## src/sv/utfcu_pkg.sv

```systemverilog
// Package with the item types, codes and constants of the UTF code unit decoder.
package utfcu_pkg;

    localparam logic [1:0] ENC_UTF8   = 2'd0;
    localparam logic [1:0] ENC_UTF16  = 2'd1;
    localparam logic [1:0] ENC_UTF32  = 2'd2;
    localparam logic [1:0] ENC_UNUSED = 2'd3;

    localparam logic [1:0] KIND_CODE_POINT = 2'd0;
    localparam logic [1:0] KIND_BAD_LEAD   = 2'd1;
    localparam logic [1:0] KIND_END        = 2'd2;

    localparam logic [1:0] REG_ENCODING   = 2'd0;
    localparam logic [1:0] REG_SKIP_COUNT = 2'd1;
    localparam logic [1:0] REG_CHAR_END   = 2'd2;
    localparam logic [1:0] REG_BYTE_LIMIT = 2'd3;

    localparam logic [31:0] SURR_OFFSET = 32'hFCA0_2400;

    localparam int BUDGET_WIDTH = 18;

    typedef struct packed {
        logic [31:0] unit;
        logic        restart;
    } in_item_t;

    typedef struct packed {
        logic [31:0] code_point;
        logic [1:0]  kind;
    } out_item_t;

    typedef struct packed {
        logic [2:0]  len;
        logic [2:0]  cost;
        logic [31:0] init;
        logic        bad;
    } lead_info_t;

endpackage

```

## src/sv/utf_code_unit_decoder_unit.sv

```systemverilog
// Top level of the UTF code unit decoder: input register, decode pass and result register.
// The decoder takes one code unit item per clock and gives at most one result item for it;
// the item passes through the input register and then the result register. The
// rate is one item per cycle, set by the single decode pass that reads the character state
// and writes the result register in the same cycle; a stalled result keeps its item in the
// input register, and a new item is taken only while that register is empty or moving on.
// Configuration writes are taken at any time, one per cycle, and must only
// be made while the decoder is idle. There are no memories and no clearing pass after reset.
module utf_code_unit_decoder_unit #(
    parameter int COUNT_WIDTH = 16
) (
    input  logic                 clk,
    input  logic                 rst_n,
    input  logic                 item_valid,
    output logic                 item_ready,
    input  utfcu_pkg::in_item_t  item,
    output logic                 result_valid,
    input  logic                 result_ready,
    output utfcu_pkg::out_item_t result,
    input  logic                 cfg_valid,
    output logic                 cfg_ready,
    input  logic [1:0]           cfg_index,
    input  logic [15:0]          cfg_data
);
    import utfcu_pkg::*;

    localparam int CMP_WIDTH = (COUNT_WIDTH > 16) ? COUNT_WIDTH : 16;

    logic [1:0]                     encoding_reg;
    logic [15:0]                    skip_count_reg;
    logic [15:0]                    char_end_reg;
    logic [15:0]                    byte_limit_reg;

    logic                           hold_valid_reg;
    in_item_t                       hold_item_reg;
    logic                           result_valid_reg;
    out_item_t                      result_reg;

    logic [2:0]                     pending_reg, pending_next;
    logic [31:0]                    acc_reg, acc_next;
    logic [COUNT_WIDTH-1:0]         index_reg, index_next;
    logic signed [BUDGET_WIDTH-1:0] budget_reg, budget_next;
    logic                           finished_reg, finished_next;

    logic                           fire;
    logic                           emit;
    out_item_t                      emit_item;
    logic [31:0]                    unit_m;
    lead_info_t                     lead;

    logic [2:0]                     pend_e;
    logic [31:0]                    acc_e;
    logic [COUNT_WIDTH-1:0]         index_e;
    logic signed [BUDGET_WIDTH-1:0] budget_e;
    logic                           finished_e;
    logic                           skipping;
    logic                           done_char;
    logic [31:0]                    done_cp;
    logic [1:0]                     done_kind;
    logic [31:0]                    acc_shift;

    assign cfg_ready    = 1'b1;
    assign fire         = hold_valid_reg && (!result_valid_reg || result_ready);
    assign item_ready   = !hold_valid_reg || fire;
    assign result_valid = result_valid_reg;
    assign result       = result_reg;

    always_comb
    begin
        unique case (encoding_reg)
            ENC_UTF8:  unit_m = {24'd0, hold_item_reg.unit[7:0]};
            ENC_UTF16: unit_m = {16'd0, hold_item_reg.unit[15:0]};
            default:   unit_m = hold_item_reg.unit;
        endcase
    end

    utfcu_lead u_lead (
        .encoding (encoding_reg),
        .unit     (unit_m),
        .info     (lead)
    );

    always_comb
    begin
        if (hold_item_reg.restart)
        begin
            pend_e     = 3'd0;
            acc_e      = 32'd0;
            index_e    = '0;
            budget_e   = BUDGET_WIDTH'({2'b00, byte_limit_reg});
            finished_e = 1'b0;
        end
        else
        begin
            pend_e     = pending_reg;
            acc_e      = acc_reg;
            index_e    = index_reg;
            budget_e   = budget_reg;
            finished_e = finished_reg;
        end

        skipping      = CMP_WIDTH'(index_e) < CMP_WIDTH'(skip_count_reg);
        acc_shift     = (acc_e << 6) + {26'd0, unit_m[5:0]};
        pending_next  = pend_e;
        acc_next      = acc_e;
        index_next    = index_e;
        budget_next   = budget_e;
        finished_next = finished_e;
        emit          = 1'b0;
        emit_item     = '{code_point: 32'd0, kind: KIND_END};
        done_char     = 1'b0;
        done_cp       = 32'd0;
        done_kind     = KIND_CODE_POINT;

        if (finished_e || encoding_reg == ENC_UNUSED)
        begin
            emit = 1'b0;
        end
        else if (pend_e != 3'd0 && encoding_reg == ENC_UTF8)
        begin
            pending_next = pend_e - 3'd1;
            acc_next     = acc_shift;
            if (pend_e == 3'd1)
            begin
                done_char = 1'b1;
                done_cp   = acc_shift;
            end
        end
        else if (pend_e != 3'd0 && encoding_reg == ENC_UTF16)
        begin
            done_char = 1'b1;
            done_cp   = (acc_e << 10) + unit_m + SURR_OFFSET;
        end
        else if (unit_m == 32'd0)
        begin
            pending_next  = 3'd0;
            finished_next = 1'b1;
            emit          = 1'b1;
        end
        else if (!skipping && (CMP_WIDTH'(index_e) >= CMP_WIDTH'(char_end_reg)
                               || budget_e[BUDGET_WIDTH-1] || budget_e == '0))
        begin
            pending_next  = 3'd0;
            finished_next = 1'b1;
            emit          = 1'b1;
        end
        else
        begin
            if (!skipping)
            begin
                budget_next = budget_e - BUDGET_WIDTH'(lead.cost);
            end
            if (lead.len == 3'd1)
            begin
                done_char = 1'b1;
                done_cp   = lead.init;
                done_kind = lead.bad ? KIND_BAD_LEAD : KIND_CODE_POINT;
            end
            else
            begin
                pending_next = lead.len - 3'd1;
                acc_next     = lead.init;
            end
        end

        if (done_char)
        begin
            pending_next = 3'd0;
            acc_next     = 32'd0;
            if (!(&index_e))
            begin
                index_next = index_e + COUNT_WIDTH'(1);
            end
            if (!skipping)
            begin
                emit      = 1'b1;
                emit_item = '{code_point: done_cp, kind: done_kind};
            end
        end
    end

    always_ff @(posedge clk or negedge rst_n)
    begin
        if (!rst_n)
        begin
            encoding_reg     <= ENC_UTF8;
            skip_count_reg   <= 16'd0;
            char_end_reg     <= 16'hFFFF;
            byte_limit_reg   <= 16'hFFFF;
            hold_valid_reg   <= 1'b0;
            result_valid_reg <= 1'b0;
            pending_reg      <= 3'd0;
            acc_reg          <= 32'd0;
            index_reg        <= '0;
            budget_reg       <= BUDGET_WIDTH'(18'h0FFFF);
            finished_reg     <= 1'b0;
        end
        else
        begin
            if (item_ready)
            begin
                hold_valid_reg <= item_valid;
            end
            if (fire)
            begin
                result_valid_reg <= emit;
                index_reg        <= index_next;
                budget_reg       <= budget_next;
                finished_reg     <= finished_next;
            end
            else if (result_ready)
            begin
                result_valid_reg <= 1'b0;
            end
            if (cfg_valid && cfg_index == REG_ENCODING)
            begin
                pending_reg <= 3'd0;
                acc_reg     <= 32'd0;
            end
            else if (fire)
            begin
                pending_reg <= pending_next;
                acc_reg     <= acc_next;
            end
            if (cfg_valid)
            begin
                unique case (cfg_index)
                    REG_ENCODING:   encoding_reg   <= cfg_data[1:0];
                    REG_SKIP_COUNT: skip_count_reg <= cfg_data;
                    REG_CHAR_END:   char_end_reg   <= cfg_data;
                    REG_BYTE_LIMIT: byte_limit_reg <= cfg_data;
                    default:        skip_count_reg <= skip_count_reg;
                endcase
            end
        end
    end

    always_ff @(posedge clk)
    begin
        if (item_valid && item_ready)
        begin
            hold_item_reg <= item;
        end
        if (fire && emit)
        begin
            result_reg <= emit_item;
        end
    end

endmodule

```

## src/sv/utfcu_lead.sv

```systemverilog
// Classifier for the first code unit of a character: length, budget cost and initial value.
module utfcu_lead (
    input  logic [1:0]          encoding,
    input  logic [31:0]         unit,
    output utfcu_pkg::lead_info_t info
);
    import utfcu_pkg::*;

    logic [7:0] lead_byte;

    assign lead_byte = unit[7:0];

    always_comb
    begin
        info.len  = 3'd1;
        info.cost = 3'd4;
        info.init = unit;
        info.bad  = 1'b0;
        unique case (encoding)
            ENC_UTF8:
            begin
                priority if (lead_byte[7] == 1'b0)
                begin
                    info.len  = 3'd1;
                    info.init = {24'd0, lead_byte};
                end
                else if ((lead_byte & 8'hE0) == 8'hC0)
                begin
                    info.len  = 3'd2;
                    info.init = {24'd0, lead_byte & 8'h1F};
                end
                else if ((lead_byte & 8'hF0) == 8'hE0)
                begin
                    info.len  = 3'd3;
                    info.init = {24'd0, lead_byte & 8'h0F};
                end
                else if ((lead_byte & 8'hF8) == 8'hF0)
                begin
                    info.len  = 3'd4;
                    info.init = {24'd0, lead_byte & 8'h07};
                end
                else if ((lead_byte & 8'hFC) == 8'hF8)
                begin
                    info.len  = 3'd5;
                    info.init = {24'd0, lead_byte & 8'h03};
                end
                else if ((lead_byte & 8'hFE) == 8'hFC)
                begin
                    info.len  = 3'd6;
                    info.init = {24'd0, lead_byte & 8'h01};
                end
                else
                begin
                    info.len  = 3'd1;
                    info.init = {24'd0, lead_byte};
                    info.bad  = 1'b1;
                end
                info.cost = info.len;
            end
            ENC_UTF16:
            begin
                info.init = {16'd0, unit[15:0]};
                if (unit[15:10] == 6'b110110)
                begin
                    info.len  = 3'd2;
                    info.cost = 3'd4;
                end
                else
                begin
                    info.len  = 3'd1;
                    info.cost = 3'd2;
                end
            end
            default:
            begin
                info.len  = 3'd1;
                info.cost = 3'd4;
                info.init = unit;
            end
        endcase
    end

endmodule

```

## config.mk

```make
export PLATFORM = sky130hd
export DESIGN_NAME = utf_code_unit_decoder_unit
export DESIGN_NICKNAME = d
export VERILOG_FILES = /design/src/sv/utfcu_pkg.sv /design/src/sv/utf_code_unit_decoder_unit.sv /design/src/sv/utfcu_lead.sv
export SDC_FILE = /design/constraint.sdc
export NUM_CORES = 1
export LEC_CHECK = 0
export CAP_MARGIN = 20
export CORE_MARGIN = 8
export CORE_UTILIZATION = 51
export DETAILED_ROUTE_END_ITERATION = 6
export DONT_BUFFER_PORTS = 1
export PLACE_DENSITY = 0.66
export SETUP_SLACK_MARGIN = 0.3
export SYNTH_ARGS = -nofsm -noshare
export SYNTH_HDL_FRONTEND = slang
export SYNTH_SLANG_ARGS = --single-unit
```

## constraint.sdc

```tcl
create_clock -name clk -period 5.5 [get_ports clk]
set_input_delay 0.275 -clock clk [delete_from_list [all_inputs] [get_ports clk]]
set_output_delay 0.275 -clock clk [all_outputs]
set_load 0.02 [all_outputs]
```

=== Word-level counts from Yosys, hierarchy flattened ===
Index checks and enable logic that the tools add are counted.

* Register bits: 189
* Input bits: 56

* $add $sub $neg: 7
* Magnitude comparators: 2
* Equality and inequality tests: 13
* Multiplexer cells: 81
* Bitwise logic cells: 2
* Reductions and logical operators: 30

{| class="wikitable"
|+ Operators by type and width
! operator !! count
|-
| two-way mux 32 bit || 21
|-
| two-way mux 18 bit || 7
|-
| one-hot mux 38 bit (2 select lines) || 1
|-
| one-hot mux 32 bit (2 select lines) || 1
|-
| two-way mux 16 bit || 3
|-
| two-way mux 3 bit || 16
|-
| adder 32 bit || 1
|-
| adder 32 bit (second input constant) || 1
|-
| adder 32 x 6 -> 32 bit || 1
|-
| zero test 32 bit || 1
|-
| two-way mux 1 bit || 30
|-
| zero test 18 bit || 1
|-
| subtractor 18 x 3 -> 18 bit || 1
|-
| adder 16 x 1 -> 16 bit (second input constant) || 1
|-
| greater-or-equal comparator 16 bit || 1
|-
| < comparator 16 bit || 1
|-
| AND reduction 16 bit || 1
|-
| == test 6 bit (second input constant) || 2
|-
| two-way mux 8 bit || 1
|-
| AND reduction 2 bit || 4
|-
| OR reduction 8 bit || 1
|-
| == test 7 bit (second input constant) || 1
|-
| logical AND 1 bit || 7
|-
| == test 2 bit (second input constant) || 3
|-
| 15 further kinds || 27
|}

=== Longest topological paths before layout ===
Gate-level depths: netlist (run 1).

* Word-level depth: 20
* Mapped depth: 19
* Depth with buffers taken out: 14

=== Hierarchy ===
Synthesis (run 1) repeated with hierarchy kept, for this count alone.

* Cells, all modules: 1309
* Area total of the unflattened synthesis: 12406.9 µm²

{| class="wikitable"
|+ By module, submodules not included
! module !! times used !! cells an instance !! area an instance (µm²)
|-
| utf_code_unit_decoder_unit || 1 || 1242 || 12000.3
|-
| utfcu_lead || 1 || 67 || 406.6
|}

=== Worst setup path before layout (run 1) ===
No wires, ideal clock.

* Path type: flip-flop to flip-flop
* From: reg hold_item_reg[0] (netlist bit)
* To: reg result_reg, in the netlist result[0] (enable)
* Setup time: 0.425 ns
* Data arrival time: 4.568 ns
* Required time: 5.075 ns
* Setup slack: 0.506 ns
* Cell stages (with the launch flop): 16
* Path buffers: 5
* Path through: edfxtp_1 -> buf_6 -> buf_6 -> clkbuf_1 -> clkbuf_1 -> buf_1 -> nor2b_1 -> ha_1 -> a21o_1 -> a21o_1 -> a221o_1 -> a21o_1 -> nor3b_1 -> o21bai_1 -> a21boi_0 -> nor2_1

* Longest elaborated chain between the ends: 13

{| class="wikitable"
|+ Ends and longest elaborated chain
! element !! RTL line !! text
|-
| start, declared || utf_code_unit_decoder_unit.sv:35 || <nowiki>in_item_t hold_item_reg;</nowiki>
|-
| start signal, assigned || utf_code_unit_decoder_unit.sv:242 || <nowiki>hold_item_reg <= item;</nowiki>
|-
| two-way mux 16 bit || utf_code_unit_decoder_unit.sv:85 || <nowiki>if (hold_item_reg.restart)</nowiki>
|-
| greater-or-equal comparator 16 bit || utf_code_unit_decoder_unit.sv:140 || <nowiki>else if (!skipping && (CMP_WIDTH'(index_e) >= CMP_WIDTH'(char_end_reg)</nowiki>
|-
| logical OR 1 bit (2 in series) || utf_code_unit_decoder_unit.sv:141 || <nowiki>|| budget_e[BUDGET_WIDTH-1] || budget_e == '0))</nowiki>
|-
| logical AND 1 bit || utf_code_unit_decoder_unit.sv:140 ||
|-
| two-way mux 1 bit || utf_code_unit_decoder_unit.sv:140 ||
|-
| two-way mux 1 bit || utf_code_unit_decoder_unit.sv:134 || <nowiki>else if (unit_m == 32'd0)</nowiki>
|-
| two-way mux 1 bit || utf_code_unit_decoder_unit.sv:129 || <nowiki>else if (pend_e != 3'd0 && encoding_reg == ENC_UTF16)</nowiki>
|-
| two-way mux 1 bit || utf_code_unit_decoder_unit.sv:119 || <nowiki>else if (pend_e != 3'd0 && encoding_reg == ENC_UTF8)</nowiki>
|-
| two-way mux 1 bit || utf_code_unit_decoder_unit.sv:115 || <nowiki>if (finished_e || encoding_reg == ENC_UNUSED)</nowiki>
|-
| two-way mux 1 bit || utf_code_unit_decoder_unit.sv:174 || <nowiki>if (!skipping)</nowiki>
|-
| two-way mux 1 bit (*) || utf_code_unit_decoder_unit.sv:166 || <nowiki>if (done_char)</nowiki>
|-
| logical AND 1 bit (*) || utf_code_unit_decoder_unit.sv:244 || <nowiki>if (fire && emit)</nowiki>
|-
| end signal, assigned || utf_code_unit_decoder_unit.sv:246 || <nowiki>result_reg <= emit_item;</nowiki>
|-
| end, declared || utf_code_unit_decoder_unit.sv:37 || <nowiki>out_item_t result_reg;</nowiki>
|}

Every way passes the cells marked *; elsewhere a longest branch is shown, timed or not.
A chain may end at the register's enable or synchronous reset.

=== Worst setup path after layout (run 1) ===
* From: reg encoding_reg[1]
* To: reg result_reg, in the netlist result[13], data pin

* Longest elaborated chain between the ends: 14

{| class="wikitable"
|+ Ends and longest elaborated chain
! element !! RTL line !! text
|-
| start, declared || utf_code_unit_decoder_unit.sv:29 || <nowiki>logic [1:0] encoding_reg;</nowiki>
|-
| start signal, assigned || utf_code_unit_decoder_unit.sv:228 || <nowiki>REG_ENCODING: encoding_reg <= cfg_data[1:0];</nowiki>
|-
| branches (longest 14 deep; another with adder 32 bit) || - ||
|}

Several ways; the timed one is not identified.

==> results of run 1 <==
routing by layer:
layer | share of wire | vias up | global-route usage
li1 | - | 4518 | -
met1 | 0.47 | 4820 | 0.3460
met2 | 0.44 | 417 | 0.3552
met3 | 0.080 | 44 | 0.05267
met4 | 0.015 | 0 | 0.06211
met5 | 0 | - | 0
worst max path at each step:
| stage | from | endpoint | slack, ns |
|---|---|---|---|
| floorplan | hold_item_reg[0] | result[0] | 0.51 |
| finish | encoding_reg[1] | result[13] | 0.62 |
| CTS | encoding_reg[1] | result[13] | 0.70 |
| detailed placement | encoding_reg[1] | result[13] | 0.74 |
| global route | encoding_reg[1] | result[12] | 0.45 |
| global placement | encoding_reg[1] | result[12] | 0.78 |
area by class of cell:
| cell class | count | area share |
|---|---|---|
| timing repair buffer | 73 | 0.05299 |
| clock inverter | 13 | 0.009911 |
| tap | 285 | 0.02716 |
| clock buffer | 19 | 0.03536 |
| multi-input combinational | 894 | 0.4751 |
| sequential | 183 | 0.3789 |
| inverter | 72 | 0.02059 |
power by group:
group	switching [W]	internal, W
combinational	0.000498	0.000356
sequential	0.000122	0.00160
clock	0.000609	0.000644
per-stage QoR:
stage,utilization,instances,setup WS (ns)
after CTS,0.5792,1537,0.6971
after global routing,0.5799,1539,0.4523
after floorplan,-,1211,0.5064
final,0.5799,1539,0.6168
after global placement,0.5292,1453,0.7838
after detailed placement,0.5292,1453,0.7416
synth_stat cells (5+ instances only):
cell / n / share of area
o211ai_1: 13 / 0.0083
nor3b_1: 8 / 0.0051
a32o_1: 21 / 0.018
dfrtp_1: 68 / 0.15
nor2_1: 73 / 0.023
clkbuf_1: 49 / 0.016
a211oi_1: 10 / 0.0064
or3_1: 11 / 0.0059
xor2_1: 20 / 0.015
o21bai_1: 5 / 0.0032
xnor2_1: 14 / 0.010
nand2_1: 124 / 0.040
nand4_1: 12 / 0.0064
inv_1: 71 / 0.023
a22oi_1: 11 / 0.0070
a31o_2: 6 / 0.0045
nor2b_1: 42 / 0.022
or4_1: 9 / 0.0058
a21boi_0: 5 / 0.0032
ha_1: 81 / 0.086
a32oi_1: 7 / 0.0052
nand2b_1: 15 / 0.0080
dfstp_2: 48 / 0.11
a31oi_1: 18 / 0.0096
edfxtp_1: 67 / 0.17
mux2i_1: 11 / 0.0094
a21oi_1: 58 / 0.025
and2_1: 16 / 0.0085
o21ai_0: 43 / 0.018
mux2_2: 51 / 0.049
o22ai_1: 10 / 0.0053
nand3_1: 39 / 0.017
nor4_1: 17 / 0.0091
and3_1: 19 / 0.010
nor3_1: 29 / 0.012
a21o_1: 16 / 0.010
buf_2: 7 / 0.0030
cell families after synthesis:
family,after synthesis,share of synthesized area
fa+ha+maj,83,0.08980
compound gates,281,0.1687
buf+inv,134,0.04586
mux,62,0.05834
xor+xnor,34,0.02538
other cells,1,0.0003197
simple gates,433,0.1875
flops,183,0.4241
timing repair:
item,in CTS,in global routing
hold buffers,52,0
buffers inserted,0,0
hold endpoints to repair,200,0
==> flow_summary.toml, run 1 <==
[setup_path]
timing.rr.start = "encoding_reg[1]"
worstSetupStartpointType = "register"
worst_r2r_path_cells = 16
critical_path.cell_chain = "buf_4 -> or2_2 -> nand2_1 -> or4_1 -> nor3b_1 -> a21o_1 -> inv_1 -> ha_1 -> inv_1 -> a31oi_1 -> and3_1 -> nor3b_1 -> o21bai_2 -> buf_4 -> or4_1 -> o22ai_1"
critical-path-max-stage-delay_ns = 0.70
critical_path.n_buffers_inverters = 4
cp_num_cells = 16
timing.critical_path.slowest_stage_cell = "or4_1"
critPathTopFamily = "simple AND/OR/NAND/NOR gates"
critical_path_arrival_ns = 5.16
crit-reg2reg-capture = "result[13]"
critical_path_class = "register to register"
endpoint_kind = "register"
timing.critical_path.required_ns = 5.77
ff_to_ff_setup_slack_ns = 0.62
crit_path_max_fanout = 36

[synthesis]
synthCells = 1211
async_reset_ff_frac = 0.6339
post_synth_instance_area_mm2 = 0.01173
ys_seq_area_frac = 0.4241
syn-num-nets = 1350
yosys_warnings = 0
synth_top_flop_cell = "dfrtp_1"
synthesis.area_per_instance_um2 = 9.687
synth_enable_flop_cells = 67
postSynthRegisterBits = 183
synth.distinct_cells = 82

[sta]
fin_setup_tns_ns = 0
slew-limit-headroom = 0.3055
achievable-frequency_mhz = 204.8
final_hold_viol_count = 0
maxSlewViolCount = 0
whs_ns = 0.1009
post-route-min-period_ns = 4.883
rsz0062_at_grt = "false"
report.final.setup_viol = 0
tightest_slew_ns = 1.039
final.setup_skew_ns = 0.01321
final_period_utilization = 0.8879

[min_path]
min_from = "result_ready"
worstHoldEndpoint = "result_valid"
hold_depth = 2
min_path_type = "primary input to register"

[layout]
most_frequent_cells_in_the_layout = "nand2_1, ha_1, nor2_1, inv_1, dfrtp_1"
commonest_non_fill_non_tap_cell_in_the_layout = "nand2_1"
layout_cells_sized_above_1 = 0.1404
num_antenna_cells = 0
fillers = 1947
final_nets = 1380
finish.instance_area_mm2 = 0.01313
largest_reg_flops = 34
area_taken_by_multi_input_logic_gates_mm2 = 0.006237
area_growth_syn_to_layout_pct = 11.91
ff_latch_area_mm2 = 0.004975

[clocking]
clk_pin_slew_worst_paths_ns = 0.07
cts_sinks = 183
cts_made_buffers = 17
h-tree-depth = 4
cts.root.buffer_cell = "clkbuf_16"
maximum_root_to_sink_buffer_count = 2
clk_latency_ns = 0.44
tritoncts = "built"
cts-resized-gates = 0

[floorplanning]
initial_core_utilization = 0.5182
row_count = 55
floorplan.die_area_mm2 = 0.02811
core_area_mm2 = 0.02264
die_height_um = 167.7
floorplan.die.width_um = 167.7
top_level_ports = 93

[outcome]
status = "completed"

[place]
hpwl_um = 24530
port-buffer-count = 0
gp_congestion = 0.9350
placedInstanceArea_mm2 = 0.01198

[pwr]
overall_power_consumption_w = 0.003825
power_leakage_nw = 5.486
pwr_density_cell_mw_per_mm2 = 291.3
ir_drop_mv = 0.2102

[drt]
drc = 0
detail_route.wirelength_um = 33890
detail_route.iter0.violations = 991
post_drt_wl_per_cell_um = 22.02
detail_route.first_pass.iterations = 6
vias_per_cell = 6.367
ant_nets = 0
count_of_vias_placed_by_the_detailed_router = 9799

[grt]
grt_start_max_net_pins = 117
via_count_of_the_first_global_routing_pass = 9366
grt_pass1_wl_um = 53100
grt.overflow.total = 0
grt_antenna_before_repair = 0
groute.usage.overall = 0.2390

[job]
cap_viol_max_count = 0
(Power assumes the default switching activity.)
==> run 2, diff against run 1 <==
--- a/config.mk
+++ b/config.mk
@@ -5,9 +5,9 @@
 export SDC_FILE = /design/constraint.sdc
 export NUM_CORES = 1
 export LEC_CHECK = 0
-export CAP_MARGIN = 20
 export CORE_MARGIN = 8
 export CORE_UTILIZATION = 51
+export CTS_BUF_LIST = sky130_fd_sc_hd__clkbuf_8 sky130_fd_sc_hd__clkbuf_16
 export DETAILED_ROUTE_END_ITERATION = 6
 export DONT_BUFFER_PORTS = 1
 export PLACE_DENSITY = 0.66
==> run 2 against run 1 <==
Effect of this change:
- core utilization shrank 0.066 points
- non-clock buffer count decreased by 2
- final cell count fell by 0.13%
- die area unchanged
- setup slack gained 0.0092 ns
- worst hold slack gained 0.0073 ns
- critical path type unchanged
==> flow_summary.toml, run 2 (synthesis gave the netlist of run 1 again) <==
[floorplanning]
floorplan.die_area_mm2 = 0.02811
floorplan.die.width_um = 167.7
top_level_ports = 93
die_height_um = 167.7
core_area_mm2 = 0.02264
row_count = 55
initial_core_utilization = 0.5182

[clocking]
post-cts-setup-buffer-count = 0
tritoncts = "built"
hold_buffers = 52
cts_sinks = 183
clk_latency_ns = 0.44
cts-resized-gates = 0
maximum_root_to_sink_buffer_count = 2
cts_made_buffers = 17
clk_pin_slew_worst_paths_ns = 0.07
cts.root.buffer_cell = "clkbuf_16"
h-tree-depth = 4

[grt]
via_count_of_the_first_global_routing_pass = 9366
grt_pass1_wl_um = 53100
grt.overflow.total = 0
grt_start_max_net_pins = 117
grt_antenna_before_repair = 0
groute.usage.overall = 0.2390

[drt]
ant_nets = 0
route.met3.wl_um = 2888
count_of_vias_placed_by_the_detailed_router = 9748
detail_route.first_pass.iterations = 7
vias_per_cell = 6.342
detail_route.wirelength_um = 33800
post_drt_wl_per_cell_um = 21.99
drc = 0
wl_met1_um = 15670
detail_route.iter0.violations = 977
dr_wl_met2_um = 14700
route.top_layer_used = "met4"

[sta]
final_hold_viol_count = 0
achievable-frequency_mhz = 205.2
final_period_utilization = 0.8862
fin_setup_tns_ns = 0
final.setup_skew_ns = 0.01236
rsz0062_at_grt = "false"
post-route-min-period_ns = 4.874
slew-limit-headroom = 0.2219
maxSlewViolCount = 0
report.final.setup_viol = 0
tightest_slew_ns = 1.163

[layout]
finish.utilization = 0.5792
finish.instance_area_mm2 = 0.01311
final_nets = 1378
layout_cells_sized_above_1 = 0.1390
num_antenna_cells = 0
area_growth_syn_to_layout_pct = 11.79
commonest_non_fill_non_tap_cell_in_the_layout = "nand2_1"
most_frequent_cells_in_the_layout = "nand2_1, ha_1, nor2_1, inv_1, dfrtp_1"
largest_reg_flops = 34

[setup_path]
critical-path-max-stage-delay_ns = 0.70
crit_path_max_fanout = 36
timing.critical_path.slowest_stage_cell = "or4_1"
endpoint_kind = "register"
critical_path.cell_chain = "buf_4 -> or2_2 -> nand2_1 -> or4_1 -> nor3b_1 -> a21o_1 -> inv_1 -> ha_1 -> inv_1 -> a31oi_1 -> and3_1 -> nor3b_1 -> o21bai_2 -> buf_4 -> or4_1 -> o22ai_1"
worstSetupStartpointType = "register"
timing.critical_path.required_ns = 5.77
critical_path_arrival_ns = 5.15
critical_path_class = "register to register"

[outcome]
status = "completed"

[job]
cap_viol_max_count = 0

[pwr]
power_leakage_nw = 5.476
overall_power_consumption_w = 0.003822
ir_drop_mv = 0.2083
pwr_density_cell_mw_per_mm2 = 291.4

[place]
port-buffer-count = 0
hpwl_um = 24530
placedInstanceArea_mm2 = 0.01198
gp_congestion = 0.9350

[min_path]
min_path_type = "primary input to register"
run 2: cell count changes in the layout (fill, tap and decap cells not counted), sizes merged:
| cell | delta |
|---|---|
| buf | -2 |
run 2: path summary, 6_finish.rpt:
path                            startpoint                 to  slack [ns]  cells after the start
max reg2reg                encoding_reg[1]         result[13]        0.63                     16
max in group asynchronous            rst_n        acc_reg[11]        4.54                      2
min                           result_ready       result_valid        0.11                      2
min reg2reg                  budget_reg[3]      budget_reg[3]        0.49                      2
max                        encoding_reg[1]         result[13]        0.63                     16
min in group asynchronous            rst_n  skip_count_reg[8]        0.53                      2
run 2: worst max-delay path, delay by kind of cell, from the launching register on:
kind | cells | cell delay (ns)
AO/OA/AOI/OAI | 4 | 1.19
flip-flops | 1 | 0.36
adder cells (fa/ha/maj) | 1 | 0.15
AND/OR/NAND/NOR | 7 | 2.35
buffers and inverters | 4 | 0.63
run 2: layer usage:
layer | vias to the layer above | global-route usage
met3 | 49 | 0.05267
met4 | 0 | 0.06211
met1 | 4753 | 0.3460
met2 | 435 | 0.3552
li1 | 4511 | -
met5 | - | 0
run 2: layout make-up:
cell class / instances / area [um2]
multi-input combinational: 894 / 6237
clock buffer: 19 / 464.2
sequential: 183 / 4975
fill: 1948 / 9527
timing repair buffer: 71 / 680.7
inverter: 72 / 270.3
clock inverter: 13 / 130.1
tap: 285 / 356.6
run 2: power by group:
| group | switching, W | total [W] | internal, W |
|---|---|---|---|
| clock | 0.000608 | 0.00125 | 0.000644 |
| combinational | 0.000496 | 0.000852 | 0.000356 |
| sequential | 0.000122 | 0.00172 | 0.00160 |
| total | 0.00123 | 0.00382 | 0.00260 |
run 2: stage by stage:
| stage | hold slack [ns] | worst slack [ns] | std cells |
|---|---|---|---|
| 2_1_floorplan | -0.02059 | 0.5064 | 1211 |
| 3_3_place_gp | -0.01302 | 0.7838 | 1453 |
| 3_5_place_dp | -0.01380 | 0.7416 | 1453 |
| 4_1_cts | 0.1010 | 0.6971 | 1537 |
| 5_1_grt | 0.1188 | 0.4523 | 1537 |
| 6_report | 0.1083 | 0.6260 | 1537 |
==> run 3, diff against run 2 <==
--- a/config.mk
+++ b/config.mk
@@ -5,6 +5,7 @@
 export SDC_FILE = /design/constraint.sdc
 export NUM_CORES = 1
 export LEC_CHECK = 0
+export ABC_AREA = 1
 export CORE_MARGIN = 8
 export CORE_UTILIZATION = 51
 export CTS_BUF_LIST = sky130_fd_sc_hd__clkbuf_8 sky130_fd_sc_hd__clkbuf_16
==> constraint.sdc (replaced) <==
create_clock -name clk -period 5.1 [get_ports clk]
set_input_delay 0.255 -clock clk [delete_from_list [all_inputs] [get_ports clk]]
set_output_delay 0.255 -clock clk [all_outputs]
set_load 0.02 [all_outputs]
==> run 3 against run 2 <==
Effect of this change:
- the run now ends with DRC left
- synthesized cell count is 46% higher
- via count is 20% higher
- clock power up 14%
- core utilization shrank 1.8 points
- count of clock-buffer cells in the layout rose by 2
- register-to-register slack improved by 0.40 ns
- global-route usage shrank 0.21 points
- setup slack better by 0.40 ns
- sequential share of layout area fell by 2.3 points
- design area rose by 6.6%
- critical path type unchanged
- critical endpoint is now result[5]
- largest cell class unchanged
==> flow_summary.toml, run 3 <==
[drt]
ant_nets = 0
detail_route.first_pass.iterations = 7
count_of_vias_placed_by_the_detailed_router = 11710
post_drt_wl_per_cell_um = 17.08
detail_route.wirelength_um = 36110
vias_per_cell = 5.539
drc = 25
detail_route.iter0.violations = 1058

[clocking]
cts_made_buffers = 17
post-cts-setup-buffer-count = 0
cts.root.buffer_cell = "clkbuf_16"
h-tree-depth = 4
clk_pin_slew_worst_paths_ns = 0.08
clk_latency_ns = 0.44
maximum_root_to_sink_buffer_count = 2
hold_buffers = 39
cts-resized-gates = 0
cts_sinks = 183
tritoncts = "built"

[grt]
grt_antenna_before_repair = 0
grt.overflow.total = 0
grt_pass1_wl_um = 58260
via_count_of_the_first_global_routing_pass = 11200
grt_start_max_net_pins = 117
groute.usage.overall = 0.2369

[floorplanning]
floorplan.die.width_um = 174.1
initial_core_utilization = 0.5124
core_area_mm2 = 0.02489
top_level_ports = 93
floorplan.die_area_mm2 = 0.03033
die_height_um = 174.1
row_count = 58

[setup_path]
crit-reg2reg-capture = "result[5]"
critical_path_class = "register to register"
worst_r2r_path_cells = 17
ff_to_ff_setup_slack_ns = 1.03
crit_path_max_fanout = 42
worstSetupStartpointType = "register"
endpoint_kind = "register"
timing.rr.start = "hold_item_reg[0]"
critical_path_arrival_ns = 4.15
timing.critical_path.required_ns = 5.18

[outcome]
violated_checks = "DRC"
status = "finished, violations left"

[synthesis]
synthesis.area_per_instance_um2 = 7.218
synth-compound-area-share = 0.1173
synth_top_flop_cell = "dfrtp_1"
ys_seq_area_frac = 0.3900
yosys.area_share.simple = 0.3119
synthTopCellsByCount = "nand2_1, inv_1, nand3_1"
synth.distinct_cells = 53
syn-num-nets = 1906
dominant_combinational_cell_family_by_area_after_synthesis = "simple AND/OR/NAND/NOR gates"
synthCells = 1767
synthXorXnorAreaFrac = 0.003433
postSynthRegisterBits = 183
post_synth_instance_area_mm2 = 0.01275
yosys.area_share.adder = 0.08260
async_reset_ff_frac = 0.6339
synth_enable_flop_cells = 67
synth.most_common_cell = "nand2_1"
synthDominantCellAreaShare = 0.1577
synth_mux_area_frac = 0
synth_area_leader_cell = "edfxtp_1"
dominant_cells_by_area_after_synthesis = "edfxtp_1, nand2_1, dfrtp_1, dfstp_2, ha_1"
yosys_warnings = 0

[pwr]
power.share.sequential = 0.379
clockPowerShare = 0.295
pwr_density_cell_mw_per_mm2 = 345.6
power_leakage_nw = 6.987
combinationalPowerShare = 0.325
ir_drop_mv = 0.2852
total_switching_power_w = 0.001837
internal_power_w = 0.002992
swShare = 0.3805

[min_path]
hold_depth = 2
worstHoldEndpoint = "byte_limit_reg[8]"
min_from = "cfg_data[8]"
min_path_type = "primary input to register"

[sta]
tightest_slew_ns = 1.014
slew-limit-headroom = 0.3219
final.setup_skew_ns = 0.01538
report.final.setup_viol = 0
final_hold_viol_count = 0
final_period_utilization = 0.7986
whs_ns = 0.008914
maxSlewViolCount = 0
fin_setup_tns_ns = 0
post-route-min-period_ns = 4.073
achievable-frequency_mhz = 245.5
rsz0062_at_grt = "false"

[place]
placedInstanceArea_mm2 = 0.01293
hpwl_um = 26310
gp_congestion = 0.9301
port-buffer-count = 0

[layout]
most_frequent_cells_in_the_layout = "nand2_1, inv_1, nand3_1, nor2_1, o21ai_0"
num_antenna_cells = 0
area_growth_syn_to_layout_pct = 9.555
finish.utilization = 0.5614
fillers = 2361
final_nets = 1910
commonest_non_fill_non_tap_cell_in_the_layout = "nand2_1"
area_taken_by_multi_input_logic_gates_mm2 = 0.006588
layout_cells_sized_above_1 = 0.08184
ff_latch_area_mm2 = 0.004975
finish.instance_area_mm2 = 0.01397
largest_reg_flops = 34

[job]
cap_viol_max_count = 0
run 3: stage by stage:
step / power, W / std cells / setup WS (ns)
floorplan: 0.002990 / 1767 / 1.347
global placement: 0.003336 / 2043 / 1.133
detailed placement: 0.003351 / 2043 / 1.033
CTS: 0.004836 / 2114 / 1.028
global route: 0.005132 / 2114 / 0.6961
finish: 0.004829 / 2114 / 1.027
run 3: worst max path at each step:
| stage | from | to | slack (ns) | depth (start not counted) |
|---|---|---|---|---|
| after floorplan | hold_item_reg[0] | result[0] | 1.35 | 17 |
| after global placement | hold_item_reg[0] | result[5] | 1.13 | 19 |
| after detailed placement | hold_item_reg[0] | result[6] | 1.03 | 17 |
| after CTS | hold_item_reg[0] | result[14] | 1.03 | 17 |
| after global routing | hold_item_reg[0] | result[28] | 0.70 | 17 |
| final | hold_item_reg[0] | result[5] | 1.03 | 17 |
run 3: power by group through the flow:
stage / Clock (W) / Combinational, W / Sequential, W
finish: 0.00143 / 0.00157 / 0.00183
global route: 0.00149 / 0.00178 / 0.00185
CTS: 0.00145 / 0.00155 / 0.00183
detailed placement: 0 / 0.00149 / 0.00186
global placement: 0 / 0.00148 / 0.00185
floorplan: 0 / 0.00116 / 0.00183
run 3: final cells by class:
class | count | area share
clock inverter | 11 | 0.008059
inverter | 226 | 0.06116
timing repair buffer | 52 | 0.03617
tap | 330 | 0.02955
clock buffer | 21 | 0.03761
multi-input combinational | 1291 | 0.4714
sequential | 183 | 0.3560
run 3: layer usage:
metal | GRT usage | routed length, um | up-vias
li1 | - | - | 5798
met1 | 0.2959 | 15430 | 5385
met2 | 0.4054 | 17450 | 442
met3 | 0.03580 | 1947 | 85
met4 | 0.09405 | 1283 | 0
met5 | 0 | 0 | -
run 3: critical path, cell delays in order (launching register included):
cell and delay (ns):
edfxtp_1 0.43, buf_4 0.47, nor2_1 0.21, ha_1 0.34, nand2_1 0.07, nor2_1 0.18, nand2_1 0.08, nand2_1 0.06
nand2_1 0.06, nand2_1 0.05, nand2_1 0.06, nand2_1 0.12, nand2_2 0.09, buf_4 0.26, nand2_1 0.45, nand3_1 0.22
nand2_2 0.11, buf_4 0.40
run 3: cells by family (layout without fill, tap and decap cells):
group,after synthesis,after routing
buffers and inverters,293,310
flip-flops,183,183
adder cells (fa/ha/maj),83,83
XOR/XNOR,5,5
AND/OR/NAND/NOR,929,929
other,1,1
AO/OA/AOI/OAI,273,273
